### config.mk
export PLATFORM = sky130hd
export DESIGN_NAME = simplex_ratio_test_with_ties
export DESIGN_NICKNAME = d
export VERILOG_FILES = /design/src/hdl/srtt_pkg.sv /design/src/hdl/simplex_ratio_test_with_ties.sv /design/src/hdl/srtt_div.sv /design/src/hdl/srtt_ties.sv
export SDC_FILE = /design/constraint.sdc
export NUM_CORES = 1
export LEC_CHECK = 0
export BUFFER_PORTS_ARGS = -buffer_cell sky130_fd_sc_hd__buf_2
export CAP_MARGIN = 20
export CORE_MARGIN = 1.5
export CORE_UTILIZATION = 24
export CTS_CLUSTER_SIZE = 25
export DETAILED_ROUTE_END_ITERATION = 6
export SLEW_MARGIN = 20
export SYNTH_ARGS = -nofsm -noshare
export SYNTH_HDL_FRONTEND = slang
export SYNTH_SLANG_ARGS = --single-unit
export TNS_END_PERCENT = 1
### constraint.sdc
create_clock -name i_clk -period 15.8 [get_ports i_clk]
set_clock_uncertainty 0.05 [all_clocks]
set_input_delay 0 -clock i_clk [delete_from_list [all_inputs] [get_ports i_clk]]
set_output_delay 0 -clock i_clk [all_outputs]
set_load 0.05 [all_outputs]
### src/hdl/srtt_pkg.sv
// Shared widths, register indexes and the tie-list request type for the
// bounded simplex ratio test. No dependencies.
package srtt_pkg;

    // Field widths of the row and result items.
    localparam int ROW_W      = 10;
    localparam int DATA_W     = 32;
    localparam int DIST_W     = 33;
    localparam int RATIO_W    = 31;
    localparam int FRAC_W     = 16;
    localparam int TOL_W      = 16;

    // Tie entries hold {is_structural, row_number}.
    localparam int ENTRY_W    = ROW_W + 1;
    localparam int STRUCT_BIT = ROW_W;

    // Configuration port.
    localparam int CFG_IDX_W  = 2;
    localparam int CFG_DATA_W = 31;
    localparam logic [CFG_IDX_W-1:0] CFG_RANGE    = 2'd0;
    localparam logic [CFG_IDX_W-1:0] CFG_AT_UPPER = 2'd1;
    localparam logic [CFG_IDX_W-1:0] CFG_TOL      = 2'd2;
    localparam logic [TOL_W-1:0]     TOL_RESET    = 16'd1;

    // Stream payload widths, padded to whole bytes.
    localparam int S_TDATA_W  = 144;
    localparam int M_TDATA_W  = 48;

    // Default depth of the tie list.
    localparam int MAX_TIES_DEF = 16;

    // Requests from the row sequencer to the tie list.
    typedef struct packed {
        logic               clear;
        logic               restart;
        logic               append;
        logic               finish;
        logic [ENTRY_W-1:0] entry;
        logic [DATA_W-1:0]  step;
    } t_tie_cmd;

endpackage

### src/hdl/simplex_ratio_test_with_ties.sv
// Top level of the bounded simplex ratio test: configuration registers,
// row sequencer and the stream ports. Depends on srtt_pkg, srtt_div, srtt_ties.
//
// Usage: one column is sent as a run of basis rows on the slave stream, the
// final row marked with tlast. Each row request is one accepted beat; tuser
// carries is_structural. Configuration is written through i_cfg_we,
// i_cfg_index and i_cfg_data between columns.
// Per row the block accepts the beat, prepares the coefficient magnitude
// and the distance to the chosen bound, and compares the magnitude with the
// tolerance. Above it, the shared radix-2 divider checks for saturation, forms
// the 31-bit ratio bit by bit and registers it, and the minimum is updated; a
// row within the tolerance is skipped. s_axis_tready is low meanwhile.
// After the last row the tie list is partitioned through its memory ports
// (each scanned entry is read and checked, each swap is written back), then
// one result request per tie leaves on the master stream, structural rows
// first; with no tie a single bound-flip result is sent.
// A stalled receiver holds the result in the output register and the
// block takes no further row until the column's last result is accepted.
// Reset (synchronous, active low) clears control state and loads the
// register reset values; the tie memory needs no clearing.
module simplex_ratio_test_with_ties #(
    parameter int MAX_TIES = srtt_pkg::MAX_TIES_DEF
) (
    input  logic                              i_clk,
    input  logic                              i_rst_n,
    // Configuration write port.
    input  logic                              i_cfg_we,
    input  logic [srtt_pkg::CFG_IDX_W-1:0]    i_cfg_index,
    input  logic [srtt_pkg::CFG_DATA_W-1:0]   i_cfg_data,
    // Row stream.
    input  logic                              s_axis_tvalid,
    output logic                              s_axis_tready,
    // tdata: row_number[9:0], coefficient[41:10], basic_value[73:42],
    //        lower_limit[105:74], upper_limit[137:106], zero[143:138]
    input  logic [srtt_pkg::S_TDATA_W-1:0]    s_axis_tdata,
    // tuser: is_structural[0]
    input  logic [0:0]                        s_axis_tuser,
    input  logic                              s_axis_tlast,
    // Result stream.
    output logic                              m_axis_tvalid,
    input  logic                              m_axis_tready,
    // tdata: pivot_row[9:0], step_length[41:10], zero[47:42]
    output logic [srtt_pkg::M_TDATA_W-1:0]    m_axis_tdata,
    // tuser: bound_flip[0]
    output logic [0:0]                        m_axis_tuser,
    output logic                              m_axis_tlast
);

    localparam int DW = srtt_pkg::DATA_W;
    localparam int RW = srtt_pkg::ROW_W;

    typedef enum logic [5:0] {
        S_IDLE  = 6'b000001,
        S_PREP  = 6'b000010,
        S_START = 6'b000100,
        S_DIV   = 6'b001000,
        S_UPD   = 6'b010000,
        S_FIN   = 6'b100000
    } t_state;

    t_state                          r_state, n_state;
    logic [srtt_pkg::RATIO_W-1:0]    r_range;
    logic                            r_at_upper;
    logic [srtt_pkg::TOL_W-1:0]      r_tol;
    logic                            r_in_col, n_in_col;
    logic [DW-1:0]                   r_best, n_best;

    logic [RW-1:0]                   r_row;
    logic                            r_struct;
    logic                            r_last;
    logic signed [DW-1:0]            r_coef, r_basic, r_lower, r_upper;
    logic [DW-1:0]                   r_cmag;
    logic signed [srtt_pkg::DIST_W-1:0] r_dist;

    logic                            w_accept;
    logic                            w_to_upper;
    logic                            w_coef_pos;
    logic                            w_skip;
    logic [srtt_pkg::DIST_W-1:0]     w_dmag;
    logic                            w_div_start;
    logic                            w_div_done;
    logic [srtt_pkg::RATIO_W-1:0]    w_div_ratio;
    logic [DW-1:0]                   w_ratio;
    logic                            w_ties_busy;
    logic [RW-1:0]                   w_pivot_row;
    logic [DW-1:0]                   w_out_step;
    logic [DW-1:0]                   w_step;
    srtt_pkg::t_tie_cmd              w_cmd;

    // Configuration registers.
    always_ff @(posedge i_clk) begin
        if (!i_rst_n) begin
            r_range    <= '0;
            r_at_upper <= 1'b0;
            r_tol      <= srtt_pkg::TOL_RESET;
        end else if (i_cfg_we) begin
            unique case (i_cfg_index)
                srtt_pkg::CFG_RANGE:    r_range    <= i_cfg_data;
                srtt_pkg::CFG_AT_UPPER: r_at_upper <= i_cfg_data[0];
                srtt_pkg::CFG_TOL:      r_tol      <= i_cfg_data[srtt_pkg::TOL_W-1:0];
                default: ;
            endcase
        end
    end

    assign s_axis_tready = (r_state == S_IDLE) && !w_ties_busy;
    assign w_accept      = s_axis_tvalid && s_axis_tready;

    // Capture the row request.
    always_ff @(posedge i_clk) begin
        if (w_accept) begin
            r_row    <= s_axis_tdata[RW-1:0];
            r_coef   <= s_axis_tdata[RW +: DW];
            r_basic  <= s_axis_tdata[RW + DW +: DW];
            r_lower  <= s_axis_tdata[RW + 2*DW +: DW];
            r_upper  <= s_axis_tdata[RW + 3*DW +: DW];
            r_struct <= s_axis_tuser[0];
            r_last   <= s_axis_tlast;
        end
    end

    // Distance to the chosen bound and the coefficient magnitude.
    assign w_coef_pos = !r_coef[DW-1] && (r_coef != '0);
    assign w_to_upper = w_coef_pos != r_at_upper;

    always_ff @(posedge i_clk) begin
        if (r_state == S_PREP) begin
            r_cmag <= r_coef[DW-1] ? (DW'(0) - r_coef) : r_coef;
            if (w_to_upper) begin
                r_dist <= {r_upper[DW-1], r_upper} - {r_basic[DW-1], r_basic};
            end else begin
                r_dist <= {r_lower[DW-1], r_lower} - {r_basic[DW-1], r_basic};
            end
        end
    end

    assign w_skip      = r_cmag <= {{(DW - srtt_pkg::TOL_W){1'b0}}, r_tol};
    assign w_dmag      = r_dist[srtt_pkg::DIST_W-1] ? (srtt_pkg::DIST_W'(0) - r_dist)
                                                    : r_dist;
    assign w_div_start = (r_state == S_START) && !w_skip;
    assign w_ratio     = {1'b0, w_div_ratio};
    assign w_step      = r_at_upper ? (DW'(0) - r_best) : r_best;

    // Row sequencer.
    always_comb begin
        n_state       = r_state;
        n_in_col      = r_in_col;
        n_best        = r_best;
        w_cmd         = '0;
        w_cmd.entry   = {r_struct, r_row};
        w_cmd.step    = w_step;
        unique case (r_state)
            S_IDLE: begin
                if (w_accept) begin
                    // The first row of a column reloads the minimum.
                    if (!r_in_col) begin
                        n_best    = {1'b0, r_range};
                        n_in_col  = 1'b1;
                        w_cmd.clear = 1'b1;
                    end
                    n_state = S_PREP;
                end
            end
            S_PREP: begin
                n_state = S_START;
            end
            S_START: begin
                if (w_skip) begin
                    n_state = r_last ? S_FIN : S_IDLE;
                end else begin
                    n_state = S_DIV;
                end
            end
            S_DIV: begin
                if (w_div_done) begin
                    n_state = S_UPD;
                end
            end
            S_UPD: begin
                // A smaller ratio restarts the list; an equal one joins it.
                if (w_ratio < r_best) begin
                    n_best        = w_ratio;
                    w_cmd.restart = 1'b1;
                end else if (w_ratio == r_best) begin
                    w_cmd.append = 1'b1;
                end
                n_state = r_last ? S_FIN : S_IDLE;
            end
            S_FIN: begin
                w_cmd.finish = 1'b1;
                n_in_col     = 1'b0;
                n_state      = S_IDLE;
            end
            default: n_state = S_IDLE;
        endcase
    end

    always_ff @(posedge i_clk) begin
        if (!i_rst_n) begin
            r_state  <= S_IDLE;
            r_in_col <= 1'b0;
            r_best   <= '0;
        end else begin
            r_state  <= n_state;
            r_in_col <= n_in_col;
            r_best   <= n_best;
        end
    end

    srtt_div u_div (
        .i_clk   (i_clk),
        .i_rst_n (i_rst_n),
        .i_start (w_div_start),
        .i_dmag  (w_dmag),
        .i_cmag  (r_cmag),
        .o_done  (w_div_done),
        .o_ratio (w_div_ratio)
    );

    srtt_ties #(
        .MAX_TIES (MAX_TIES)
    ) u_ties (
        .i_clk        (i_clk),
        .i_rst_n      (i_rst_n),
        .i_cmd        (w_cmd),
        .o_busy       (w_ties_busy),
        .o_valid      (m_axis_tvalid),
        .i_ready      (m_axis_tready),
        .o_pivot_row  (w_pivot_row),
        .o_step       (w_out_step),
        .o_bound_flip (m_axis_tuser[0]),
        .o_last       (m_axis_tlast)
    );

    // Result payload, padded with zeros to whole bytes.
    assign m_axis_tdata = {{(srtt_pkg::M_TDATA_W - RW - DW){1'b0}}, w_out_step, w_pivot_row};

endmodule

### src/hdl/srtt_div.sv
// Shared radix-2 divider for the row ratio: floor(dmag * 2^16 / cmag),
// saturated to 31 bits. Depends on srtt_pkg.
module srtt_div (
    input  logic                          i_clk,
    input  logic                          i_rst_n,
    input  logic                          i_start,
    input  logic [srtt_pkg::DIST_W-1:0]   i_dmag,
    input  logic [srtt_pkg::DATA_W-1:0]   i_cmag,
    output logic                          o_done,
    output logic [srtt_pkg::RATIO_W-1:0]  o_ratio
);

    localparam int HI_W  = srtt_pkg::DIST_W - srtt_pkg::RATIO_W + srtt_pkg::FRAC_W;
    localparam int LOW_W = srtt_pkg::RATIO_W - srtt_pkg::FRAC_W;
    localparam int CNT_W = $clog2(srtt_pkg::RATIO_W);

    typedef enum logic [2:0] {
        D_IDLE  = 3'b001,
        D_CHECK = 3'b010,
        D_ITER  = 3'b100
    } t_dstate;

    t_dstate                        r_state, n_state;
    logic [HI_W-1:0]                r_hi, n_hi;
    logic [srtt_pkg::RATIO_W-1:0]   r_lo, n_lo;
    logic [srtt_pkg::DATA_W-1:0]    r_den, n_den;
    logic [srtt_pkg::DATA_W-1:0]    r_rem, n_rem;
    logic [srtt_pkg::RATIO_W-1:0]   r_q, n_q;
    logic [CNT_W-1:0]               r_cnt, n_cnt;
    logic                           r_done, n_done;

    logic [srtt_pkg::DATA_W:0]      w_rem2;
    logic [srtt_pkg::DATA_W:0]      w_diff;
    logic [srtt_pkg::DATA_W-1:0]    w_hi_ext;

    assign w_hi_ext = {{(srtt_pkg::DATA_W - HI_W){1'b0}}, r_hi};
    assign w_rem2   = {r_rem, r_lo[srtt_pkg::RATIO_W-1]};
    assign w_diff   = w_rem2 - {1'b0, r_den};

    // One quotient bit per cycle after a saturation check.
    always_comb begin
        n_state = r_state;
        n_hi    = r_hi;
        n_lo    = r_lo;
        n_den   = r_den;
        n_rem   = r_rem;
        n_q     = r_q;
        n_cnt   = r_cnt;
        n_done  = 1'b0;
        unique case (r_state)
            D_IDLE: begin
                if (i_start) begin
                    n_hi    = i_dmag[srtt_pkg::DIST_W-1:LOW_W];
                    n_lo    = {i_dmag[LOW_W-1:0], {srtt_pkg::FRAC_W{1'b0}}};
                    n_den   = i_cmag;
                    n_state = D_CHECK;
                end
            end
            D_CHECK: begin
                // The quotient overflows 31 bits when the top part already
                // reaches the divisor.
                if (w_hi_ext >= r_den) begin
                    n_q     = {srtt_pkg::RATIO_W{1'b1}};
                    n_done  = 1'b1;
                    n_state = D_IDLE;
                end else begin
                    n_rem   = w_hi_ext;
                    n_cnt   = CNT_W'(srtt_pkg::RATIO_W - 1);
                    n_state = D_ITER;
                end
            end
            D_ITER: begin
                if (!w_diff[srtt_pkg::DATA_W]) begin
                    n_rem = w_diff[srtt_pkg::DATA_W-1:0];
                    n_q   = {r_q[srtt_pkg::RATIO_W-2:0], 1'b1};
                end else begin
                    n_rem = w_rem2[srtt_pkg::DATA_W-1:0];
                    n_q   = {r_q[srtt_pkg::RATIO_W-2:0], 1'b0};
                end
                n_lo = {r_lo[srtt_pkg::RATIO_W-2:0], 1'b0};
                if (r_cnt == '0) begin
                    n_done  = 1'b1;
                    n_state = D_IDLE;
                end else begin
                    n_cnt = r_cnt - CNT_W'(1);
                end
            end
            default: n_state = D_IDLE;
        endcase
    end

    always_ff @(posedge i_clk) begin
        if (!i_rst_n) begin
            r_state <= D_IDLE;
            r_cnt   <= '0;
            r_done  <= 1'b0;
        end else begin
            r_state <= n_state;
            r_cnt   <= n_cnt;
            r_done  <= n_done;
        end
    end

    always_ff @(posedge i_clk) begin
        r_hi  <= n_hi;
        r_lo  <= n_lo;
        r_den <= n_den;
        r_rem <= n_rem;
        r_q   <= n_q;
    end

    assign o_done  = r_done;
    assign o_ratio = r_q;

endmodule

### src/hdl/srtt_ties.sv
// Tie list memory with its partition pass and result emission.
// Depends on srtt_pkg.
module srtt_ties #(
    parameter int MAX_TIES = srtt_pkg::MAX_TIES_DEF
) (
    input  logic                          i_clk,
    input  logic                          i_rst_n,
    input  srtt_pkg::t_tie_cmd            i_cmd,
    output logic                          o_busy,
    output logic                          o_valid,
    input  logic                          i_ready,
    output logic [srtt_pkg::ROW_W-1:0]    o_pivot_row,
    output logic [srtt_pkg::DATA_W-1:0]   o_step,
    output logic                          o_bound_flip,
    output logic                          o_last
);

    localparam int IW = (MAX_TIES > 1) ? $clog2(MAX_TIES) : 1;
    localparam int CW = $clog2(MAX_TIES + 2);
    localparam logic [CW-1:0] MAX_CNT = CW'(MAX_TIES);

    typedef enum logic [7:0] {
        T_IDLE     = 8'b00000001,
        T_SCAN_RD  = 8'b00000010,
        T_SCAN_CK  = 8'b00000100,
        T_LOOP_RD  = 8'b00001000,
        T_LOOP_CK  = 8'b00010000,
        T_SWAP_WR  = 8'b00100000,
        T_EMIT_RD  = 8'b01000000,
        T_EMIT_OUT = 8'b10000000
    } t_tstate;

    logic [srtt_pkg::ENTRY_W-1:0] mem [MAX_TIES];

    t_tstate                       r_state, n_state;
    logic [CW-1:0]                 r_count, n_count;
    logic [CW-1:0]                 r_b, n_b;
    logic [CW-1:0]                 r_e, n_e;
    logic                          r_valid, n_valid;
    logic                          r_flip, n_flip;
    logic                          r_last, n_last;
    logic [srtt_pkg::DATA_W-1:0]   r_step, n_step;
    logic [srtt_pkg::ENTRY_W-1:0]  r_rd_a, r_rd_b;

    logic                          w_we, w_re_a, w_re_b;
    logic [IW-1:0]                 w_waddr, w_raddr_a, w_raddr_b;
    logic [srtt_pkg::ENTRY_W-1:0]  w_wdata;

    // One write and two registered reads per cycle.
    always_ff @(posedge i_clk) begin
        if (w_we) begin
            mem[w_waddr] <= w_wdata;
        end
        if (w_re_a) begin
            r_rd_a <= mem[w_raddr_a];
        end
        if (w_re_b) begin
            r_rd_b <= mem[w_raddr_b];
        end
    end

    // Sequencer: collect ties, partition structural rows to the front, emit.
    always_comb begin
        n_state   = r_state;
        n_count   = r_count;
        n_b       = r_b;
        n_e       = r_e;
        n_valid   = r_valid;
        n_flip    = r_flip;
        n_last    = r_last;
        n_step    = r_step;
        w_we      = 1'b0;
        w_waddr   = r_count[IW-1:0];
        w_wdata   = i_cmd.entry;
        w_re_a    = 1'b0;
        w_re_b    = 1'b0;
        w_raddr_a = r_b[IW-1:0];
        w_raddr_b = r_b[IW-1:0];
        unique case (r_state)
            T_IDLE: begin
                priority if (i_cmd.clear) begin
                    n_count = '0;
                end else if (i_cmd.restart) begin
                    w_we    = 1'b1;
                    w_waddr = '0;
                    n_count = CW'(1);
                end else if (i_cmd.append) begin
                    // A tie beyond the list depth is dropped.
                    if (r_count < MAX_CNT) begin
                        w_we    = 1'b1;
                        n_count = r_count + CW'(1);
                    end
                end else if (i_cmd.finish) begin
                    n_step = i_cmd.step;
                    if (r_count == '0) begin
                        n_valid = 1'b1;
                        n_flip  = 1'b1;
                        n_last  = 1'b1;
                        n_state = T_EMIT_OUT;
                    end else begin
                        n_b     = '0;
                        n_state = T_SCAN_RD;
                    end
                end
            end
            T_SCAN_RD: begin
                if (r_b < r_count) begin
                    w_re_a  = 1'b1;
                    n_state = T_SCAN_CK;
                end else begin
                    n_e     = r_b + CW'(1);
                    n_state = T_LOOP_RD;
                end
            end
            T_SCAN_CK: begin
                // Extend the leading run of structural ties.
                if (r_rd_a[srtt_pkg::STRUCT_BIT]) begin
                    n_b     = r_b + CW'(1);
                    n_state = T_SCAN_RD;
                end else begin
                    n_e     = r_b + CW'(1);
                    n_state = T_LOOP_RD;
                end
            end
            T_LOOP_RD: begin
                if (r_e < r_count) begin
                    w_re_a    = 1'b1;
                    w_re_b    = 1'b1;
                    w_raddr_a = r_e[IW-1:0];
                    n_state   = T_LOOP_CK;
                end else begin
                    n_e     = '0;
                    n_state = T_EMIT_RD;
                end
            end
            T_LOOP_CK: begin
                // A structural tie trades places with the boundary entry.
                if (r_rd_a[srtt_pkg::STRUCT_BIT]) begin
                    w_we    = 1'b1;
                    w_waddr = r_e[IW-1:0];
                    w_wdata = r_rd_b;
                    n_state = T_SWAP_WR;
                end else begin
                    n_e     = r_e + CW'(1);
                    n_state = T_LOOP_RD;
                end
            end
            T_SWAP_WR: begin
                w_we    = 1'b1;
                w_waddr = r_b[IW-1:0];
                w_wdata = r_rd_a;
                n_b     = r_b + CW'(1);
                n_e     = r_e + CW'(1);
                n_state = T_LOOP_RD;
            end
            T_EMIT_RD: begin
                w_re_a    = 1'b1;
                w_raddr_a = r_e[IW-1:0];
                n_valid   = 1'b1;
                n_flip    = 1'b0;
                n_last    = (r_e + CW'(1)) == r_count;
                n_state   = T_EMIT_OUT;
            end
            T_EMIT_OUT: begin
                if (i_ready) begin
                    n_valid = 1'b0;
                    if (r_last) begin
                        n_state = T_IDLE;
                    end else begin
                        n_e     = r_e + CW'(1);
                        n_state = T_EMIT_RD;
                    end
                end
            end
            default: n_state = T_IDLE;
        endcase
    end

    always_ff @(posedge i_clk) begin
        if (!i_rst_n) begin
            r_state <= T_IDLE;
            r_count <= '0;
            r_b     <= '0;
            r_e     <= '0;
            r_valid <= 1'b0;
            r_flip  <= 1'b0;
            r_last  <= 1'b0;
        end else begin
            r_state <= n_state;
            r_count <= n_count;
            r_b     <= n_b;
            r_e     <= n_e;
            r_valid <= n_valid;
            r_flip  <= n_flip;
            r_last  <= n_last;
        end
    end

    always_ff @(posedge i_clk) begin
        r_step <= n_step;
    end

    assign o_busy       = (r_state != T_IDLE);
    assign o_valid      = r_valid;
    assign o_pivot_row  = r_flip ? '0 : r_rd_a[srtt_pkg::ROW_W-1:0];
    assign o_step       = r_step;
    assign o_bound_flip = r_flip;
    assign o_last       = r_last;

endmodule
# After elaboration in Yosys (flattened, before gate mapping)
# Memories as Yosys holds them, arrays and structs flattened. A register that Yosys moved wholly into a read port is not among the register bits.
# Index checks and enable logic that the tools add are counted.
[classes]
n_eq_ne = 45
n_shift = 0
magnitude_cmp = 6
mux = 101
div_mod_pow = 0
mul = 0
n_bitwise = 3
n_reduce_logical = 40
add_sub_neg = 10
[ops]
columns = ["cell", "count"]
rows = [
  ["32-bit 2-to-1 mux", 7],
  ["32-bit case mux with 2 select lines", 2],
  ["31-bit case mux with 2 select lines", 2],
  ["31-bit 2-to-1 mux", 3],
  ["5-bit 2-to-1 mux", 18],
  ["32-bit by 32-bit subtractor with 33-bit output", 2],
  ["8-bit case mux with 8 select lines", 1],
  ["1-bit by 32-bit subtractor with 32-bit output, first input constant", 2],
  ["8-bit 2-to-1 mux", 6],
  ["33-bit 2-to-1 mux", 1],
  ["1-bit by 33-bit subtractor with 33-bit output, first input constant", 1],
  ["33-bit by 32-bit subtractor with 33-bit output", 1],
  ["31-bit by 32-bit == test with 1-bit output", 1],
  ["18-bit by 32-bit >= comparator with 1-bit output", 1],
  ["32-bit by 16-bit less-or-equal comparator with 1-bit output", 1],
  ["31-bit by 32-bit less-than comparator with 1-bit output", 1],
  ["32-bit nonzero test", 1],
  ["6-bit 2-to-1 mux", 5],
  ["2-bit inequality test, second input constant", 15],
  ["5-bit case mux with 6 select lines", 1],
  ["6-bit case mux with 5 select lines", 1],
  ["1-bit 2-to-1 mux", 27],
  ["4-bit 2-to-1 mux", 6],
  ["11-bit case mux with 2 select lines", 1],
  ["other kinds (53)", 98],
]
[word_totals]
word_cells = 239
mem_bits_ro = 0
inputBits = 184
register_bits = 503
ramBits = 176
out_inout_bits = 52
latch_bits = 0
mem_count = 1
[mem_list]
columns = ["name", "depth", "width", "read_ports", "rd_clocked_by_memory_dff", "wr", "line", "rtl"]
rows = [
  ["u_ties.mem", 16, 11, 2, 2, 1, "srtt_ties.sv:33", "logic [srtt_pkg::ENTRY_W-1:0] mem [MAX_TIES];"],
]

# Depth between registers and ports, before layout
[logic_depth]
ltp_word = 10
mapped_depth = 24
mapped_depth_nobuf = 23

# Cells and area by module
# A second synthesis with hierarchy kept.
[unflattened]
cells_unflattened = 2897
hier_area_um2 = 34824.6
[modules_own_cells]
columns = ["module", "instances", "cells_each", "seq_area_each_um2", "area_each_um2"]
rows = [
  ["simplex_ratio_test_with_ties", 1, 1360, 7877.6, 15090.7],
  ["srtt_ties", 1, 799, 7427.1, 11927.7],
  ["srtt_div", 1, 738, 4023.9, 7806.2],
]

# Least setup slack after synthesis
# No wires, ideal clock.
[synth_timing]
kind = "register -> register"
startpoint = "reg r_cmag[1]"
endpoint = "reg u_div.r_lo[16] (netlist name) (enable)"
n_path_buf = 0
period_less_slack_ps = 8009
slack_ps = 7791
arrival_ps = 7620
path_stages_with_launch = 11
setup_ps = 338
required_time_ps = 15412
cell_sequence = "edfxtp_1 -> ha_1 -> nor2b_1 -> o21a_1 -> o21a_1 -> o21a_1 -> o21ai_0 -> a21oi_1 -> o211ai_1 -> nor4b_1 -> or2_2"
[synth_between]
elab_chain_len = 5
[synth_lines]
columns = ["element", "line", "rtl"]
rows = [
  ["start: declaration", "simplex_ratio_test_with_ties.sv:72", "logic [DW-1:0] r_cmag;"],
  ["start signal: assignment", "simplex_ratio_test_with_ties.sv:128", "r_cmag <= r_coef[DW-1] ? (DW'(0) - r_coef) : r_coef;"],
  ["32-bit by 16-bit less-or-equal comparator with 1-bit output", "simplex_ratio_test_with_ties.sv:137", "assign w_skip = r_cmag <= {{(DW - srtt_pkg::TOL_W){1'b0}}, r_tol};"],
  ["1-bit logical NOT", "simplex_ratio_test_with_ties.sv:140", "assign w_div_start = (r_state == S_START) && !w_skip;"],
  ["1-bit logical AND", "simplex_ratio_test_with_ties.sv:140", ""],
  ["2-bit by 1-bit inequality test with 1-bit output (no source line)", "-", ""],
  ["2-bit AND reduction (no source line)", "-", ""],
  ["end signal: assignment", "srtt_div.sv:106", "r_lo <= n_lo;"],
  ["end: declaration", "srtt_div.sv:25", "logic [srtt_pkg::RATIO_W-1:0] r_lo, n_lo;"],
]
# No other way between the ends.
# A chain may end at the register's enable or synchronous reset.

# Worst setup path after layout
[layout_timing]
startpoint = "reg r_coef[6]"
endpoint = "reg r_dist[28] (netlist name), data pin"
[layout_between]
elab_chain_len = 4
[layout_lines]
columns = ["element", "line", "rtl"]
rows = [
  ["start: declaration", "simplex_ratio_test_with_ties.sv:71", "logic signed [DW-1:0] r_coef, r_basic, r_lower, r_upper;"],
  ["start signal: assignment", "simplex_ratio_test_with_ties.sv:113", "r_coef <= s_axis_tdata[RW +: DW];"],
  ["32-bit nonzero test", "simplex_ratio_test_with_ties.sv:123", "assign w_coef_pos = !r_coef[DW-1] && (r_coef != '0);"],
  ["1-bit logical AND", "simplex_ratio_test_with_ties.sv:123", ""],
  ["1-bit inequality test", "simplex_ratio_test_with_ties.sv:124", "assign w_to_upper = w_coef_pos != r_at_upper;"],
  ["33-bit 2-to-1 mux", "simplex_ratio_test_with_ties.sv:129", "if (w_to_upper) begin"],
  ["end signal: assignment", "simplex_ratio_test_with_ties.sv:130", "r_dist <= {r_upper[DW-1], r_upper} - {r_basic[DW-1], r_basic};"],
  ["end signal: assignment", "simplex_ratio_test_with_ties.sv:132", "r_dist <= {r_lower[DW-1], r_lower} - {r_basic[DW-1], r_basic};"],
  ["end: declaration", "simplex_ratio_test_with_ties.sv:73", "logic signed [srtt_pkg::DIST_W-1:0] r_dist;"],
]
# No other way between the ends.

==> results.txt <==
----------------------------------------------------
[Setup path]
  Buffering stage count on the worst path with inverters included ... 2
  Critical path's top delay family ... simple AND/OR/NAND/NOR gates
  Reg-to-Reg Start ... r_coef[6]
  FF-to-FF setup slack ... 8.73 ns
  Critical path capture point type ... flop
  Slowest library cell on the worst path ... a2111oi_0
  Crit-path cells ... or4_4 -> nor4_2 -> nand2_1 -> or3_1 -> or3_4 -> nor3_2 -> nor2_1 -> xnor2_4 -> buf_4 -> mux2i_1 -> ha_1 -> inv_1 -> fa_1 -> a21oi_1 -> o21ai_0 -> a2111oi_0 -> nor4_1 -> o221ai_1 -> o21bai_1 -> a21oi_1 -> o21bai_1 -> xor2_1
  WP depth ... 22
  Worst setup endpoint ... r_dist[28]
  Stage delay of the slowest cell on the critical path ... 0.71 ns
  Worst Reg2Reg Path Length in Cells ... 22
  Data required time at the worst endpoint ... 16.20 ns
  Critical path data arrival time ... 7.46 ns
  Critical-path maximum fanout ... 32
  Reg-to-reg endpoint ... r_dist[28]
  Critical path start-end classification ... flop to flop
  Start point of the critical path ... r_coef[6]
  Startpoint kind of the worst setup timing path ... flop

[Die]
  Vertical extent of the die ... roughly 380 um
  Die Wd ... 381 um
  Area of the die ... ~150000 um2
  Num rows ... between 100 and 150
  Core footprint ... 142000 um2
  IO Count ... between 200 and 250
  Effective utilization at floorplan ... 0.242

[Pwr]
  Power per cell area ... approximately 110 nW/um2
  Leakage power ... 15.8 nW
  Worst IR drop on VDD ... around 96 uV

[Synth]
  Largest area contributor in the synthesized netlist ... edfxtp_1
  Mux share of post-synthesis cell area ... 0.0954
  Instance count of the mapped netlist ... 2788
  Xor and xnor fraction of the mapped netlist area ... 0.0407
  Synth cell types ... 80
  Simple-gate share of the synthesized area ... 0.105
  Share of the yosys chip area belonging to registers ... 0.564
  Portion of synthesized cell area occupied by the leading cell type ... 0.494
  Dominant register cell in the synthesized netlist ... edfxtp_1
  Most common cell in the netlist ... edfxtp_1
  Area fraction in compound gates after synthesis ... 0.107
  Number of synthesized flops with an enable pin ... between 500 and 600
  Commonest cells post-synth ... 563 x edfxtp_1, 291 x nand2_1, 161 x inv_1, 160 x mux2i_1, 146 x ha_1
  Yosys synthesis warning count ... 0
  Top cells by area in the synthesized netlist ... edfxtp_1 49%, dfxtp_1 7.1%, ha_1 5.3%
  Main combinational cell family by area after synthesis ... compound AO/OA/AOI/OAI gates
  Post-Syn Area per Cell ... 12.3 um2
  Asr flop ratio synth ... 0
  Synth Cell Area ... 34300 um2
  Adder-Cell Fraction of Synth Area ... 0.0545
  Count of state elements after synthesis ... about 680

[Global routing]
  Gr ovfl total ... 0
  Initial antenna violation count ... 8
  Maximum number of pins on one net before global-route repair ... 78
  Global-route wire length before repair ... around 140000 um
  Total global-route track usage ... 0.127
  Number of global-route vias before repair ... 24000

[Final layout]
  Core Util, Final ... 0.308
  Nets ... roughly 3700
  Layout cell share with drive strength beyond 1 ... 0.148
  Area Growth Syn to Fin ... 27.4%

[Timing]
  Share of the clock period used by the worst path after layout ... 0.447
  Minimum period implied by the final worst setup slack ... a little over 7 ns
  Slew of the pin with the lowest slew margin ... 1.04 ns
  Total Neg Setup Slack ... 0 ns
  Final Max Tran Viols ... 0
  Setup Viol. Count Final ... 0
  Worst slew margin relative to its limit ... 0.306
  Final Hold Viols ... 0
  Fmax ... 142 MHz
  Setup repair after global routing missed its margin ... false

[Clock tree]
  TritonCTS clock tree ... yes
  Root buffer cell ... clkbuf_16
  TritonCTS sink count ... 684
  Number of buffers inserted to repair setup after CTS ... 0
  Deepest level of the CTS H-tree ... 3
  Worst-skew pair later-pin latency ... between 0.7 and 0.8 ns
  Number of buffers created by CTS ... 85
  Maximum clock path buffer count ... 3
  Post-CTS clock slew at the launch and capture registers of the worst setup and hold paths ... 0.06 ns
  Quantity of gates resized following cts ... 0

[Route]
  Count of antenna-violating nets left after detailed routing ... 0
  Routed length per instance ... between 15 and 20 um
  Drt first pass iters ... 7
  Iter 0 DRT Violations ... 1728
  Residual DRC count ... 0
  Drt total wl ... 94300 um
  Vias after detailed routing ... approximately 24000
  Detail-routed via count per cell ... 4.55

[Hold path]
  HP Class ... input port to flop
  Number of instances on the worst hold path ... 2

[Run]
  Reported max-cap violation count ... 0

[Placement]
  Routability congestion estimate ... 0.813
  Port Buffers ... between 200 and 250
  Post-DP HPWL ... 62000 um

[Run status]
  Result of the run ... complete, no violations

----------------------------------------------------
[worst min path at each step]
stage | slack [ns] | end | start
after floorplan | 0.05 | r_basic[0] | s_axis_tdata[42]
after global placement | 0.13 | r_basic[16] | s_axis_tdata[58]
after detailed placement | 0.13 | r_upper[13] | s_axis_tdata[119]
after CTS | 0.001 | r_basic[0] | s_axis_tdata[42]
after global routing | 0.02 | r_basic[2] | s_axis_tdata[44]
final | 0.05 | r_basic[2] | s_axis_tdata[44]
[power breakdown]
group / internal (mW) / leakage, nW / switching (mW)
registers: 2.12 / 6.17 / 0.0669
logic: 0.303 / 8.28 / 0.414
clock network: 1.15 / 1.38 / 0.825
[state kept, by name, summed over array words and instances (netlist names), 32 cells and up]
| name | cells |
|---|---|
| r_basic | 32 |
| u_div.r_rem | 32 |
| r_upper | 32 |
| r_cmag | 32 |
| u_ties.mem | 176 |
| r_lower | 32 |
| r_coef | 32 |
| u_div.r_den | 32 |
| u_ties.o_step | 32 |
| r_dist | 33 |
[worst reg2reg max path: stages, from the launching register on]
cell and delay (ns):
edfxtp_1 0.41, or4_4 0.60, nor4_2 0.16, nand2_1 0.17
or3_1 0.45, or3_4 0.42, nor3_2 0.16, nor2_1 0.11
xnor2_4 0.14, buf_4 0.47, mux2i_1 0.30, ha_1 0.27
inv_1 0.08, fa_1 0.40, a21oi_1 0.25, o21ai_0 0.17
a2111oi_0 0.71, nor4_1 0.22, o221ai_1 0.55, o21bai_1 0.13
a21oi_1 0.32, o21bai_1 0.14, xor2_1 0.15
[routing by layer]
layer  vias up  track usage  part of all wire
li1      11500            -                 -
met1     11700        0.166              0.45
met2       590        0.210              0.47
met3       153       0.0196             0.046
met4         0       0.0497             0.034
met5         -            0                 0
[cells in the final DEF, fill, tap and decap left out, types with 84 or more instances in the layout]
master and n:
ha_1 146, dlygate4sd3_1 313, nand2_1 290, edfxtp_1 563, o21ai_0 120, dfxtp_1 120
xnor2_1 116, buf_2 222, mux2i_1 160, a21oi_1 92, clkbuf_16 86, nor2_1 84
inv_1 160
[timing repair]
item | in CTS | in global routing
hold buffers | 313 | 0
endpoints found under the setup margin | 0 | 0
endpoints found under the hold margin | 217 | 0
[area by class of cell]
| cell class | instances | area [um2] |
|---|---|---|
| antenna | 6 | 15.0 |
| clock buffer | 106 | 2270 |
| clock inverter | 47 | 597 |
| fill | 14200 | 98000 |
| inverter | 161 | 609 |
| multi-input combinational | 1829 | 14000 |
| sequential | 684 | 19300 |
| tap | 1890 | 2360 |
| timing repair buffer | 563 | 4490 |
[logic make-up after synthesis]
| logic type | count (synthesis) |
|---|---|
| xor gates and xnor gates | 156 |
| DFF | 684 |
| AOI/OAI and AO/OA | 545 |
| buffers and inverters | 280 |
| and+or+nand+nor | 721 |
| muxes | 253 |
| other | 1 |
| adders and majority gates | 148 |
[stage by stage]
step                      cell area [um2]  worst slack [ns]  power (mW)  instances  hold slack, ns
after global placement              37500              8.46        2.86       4811           0.127
after floorplan                     34300              7.79        2.68       2793          0.0489
after detailed placement            37600              8.51        2.87       4811           0.128
final                               43600              8.73        4.88       5286          0.0475
after CTS                           43500              8.50        4.93       5277        0.000957
after global routing                43600              8.25        5.08       5282          0.0244
Power figures use the tool's default switching activity.
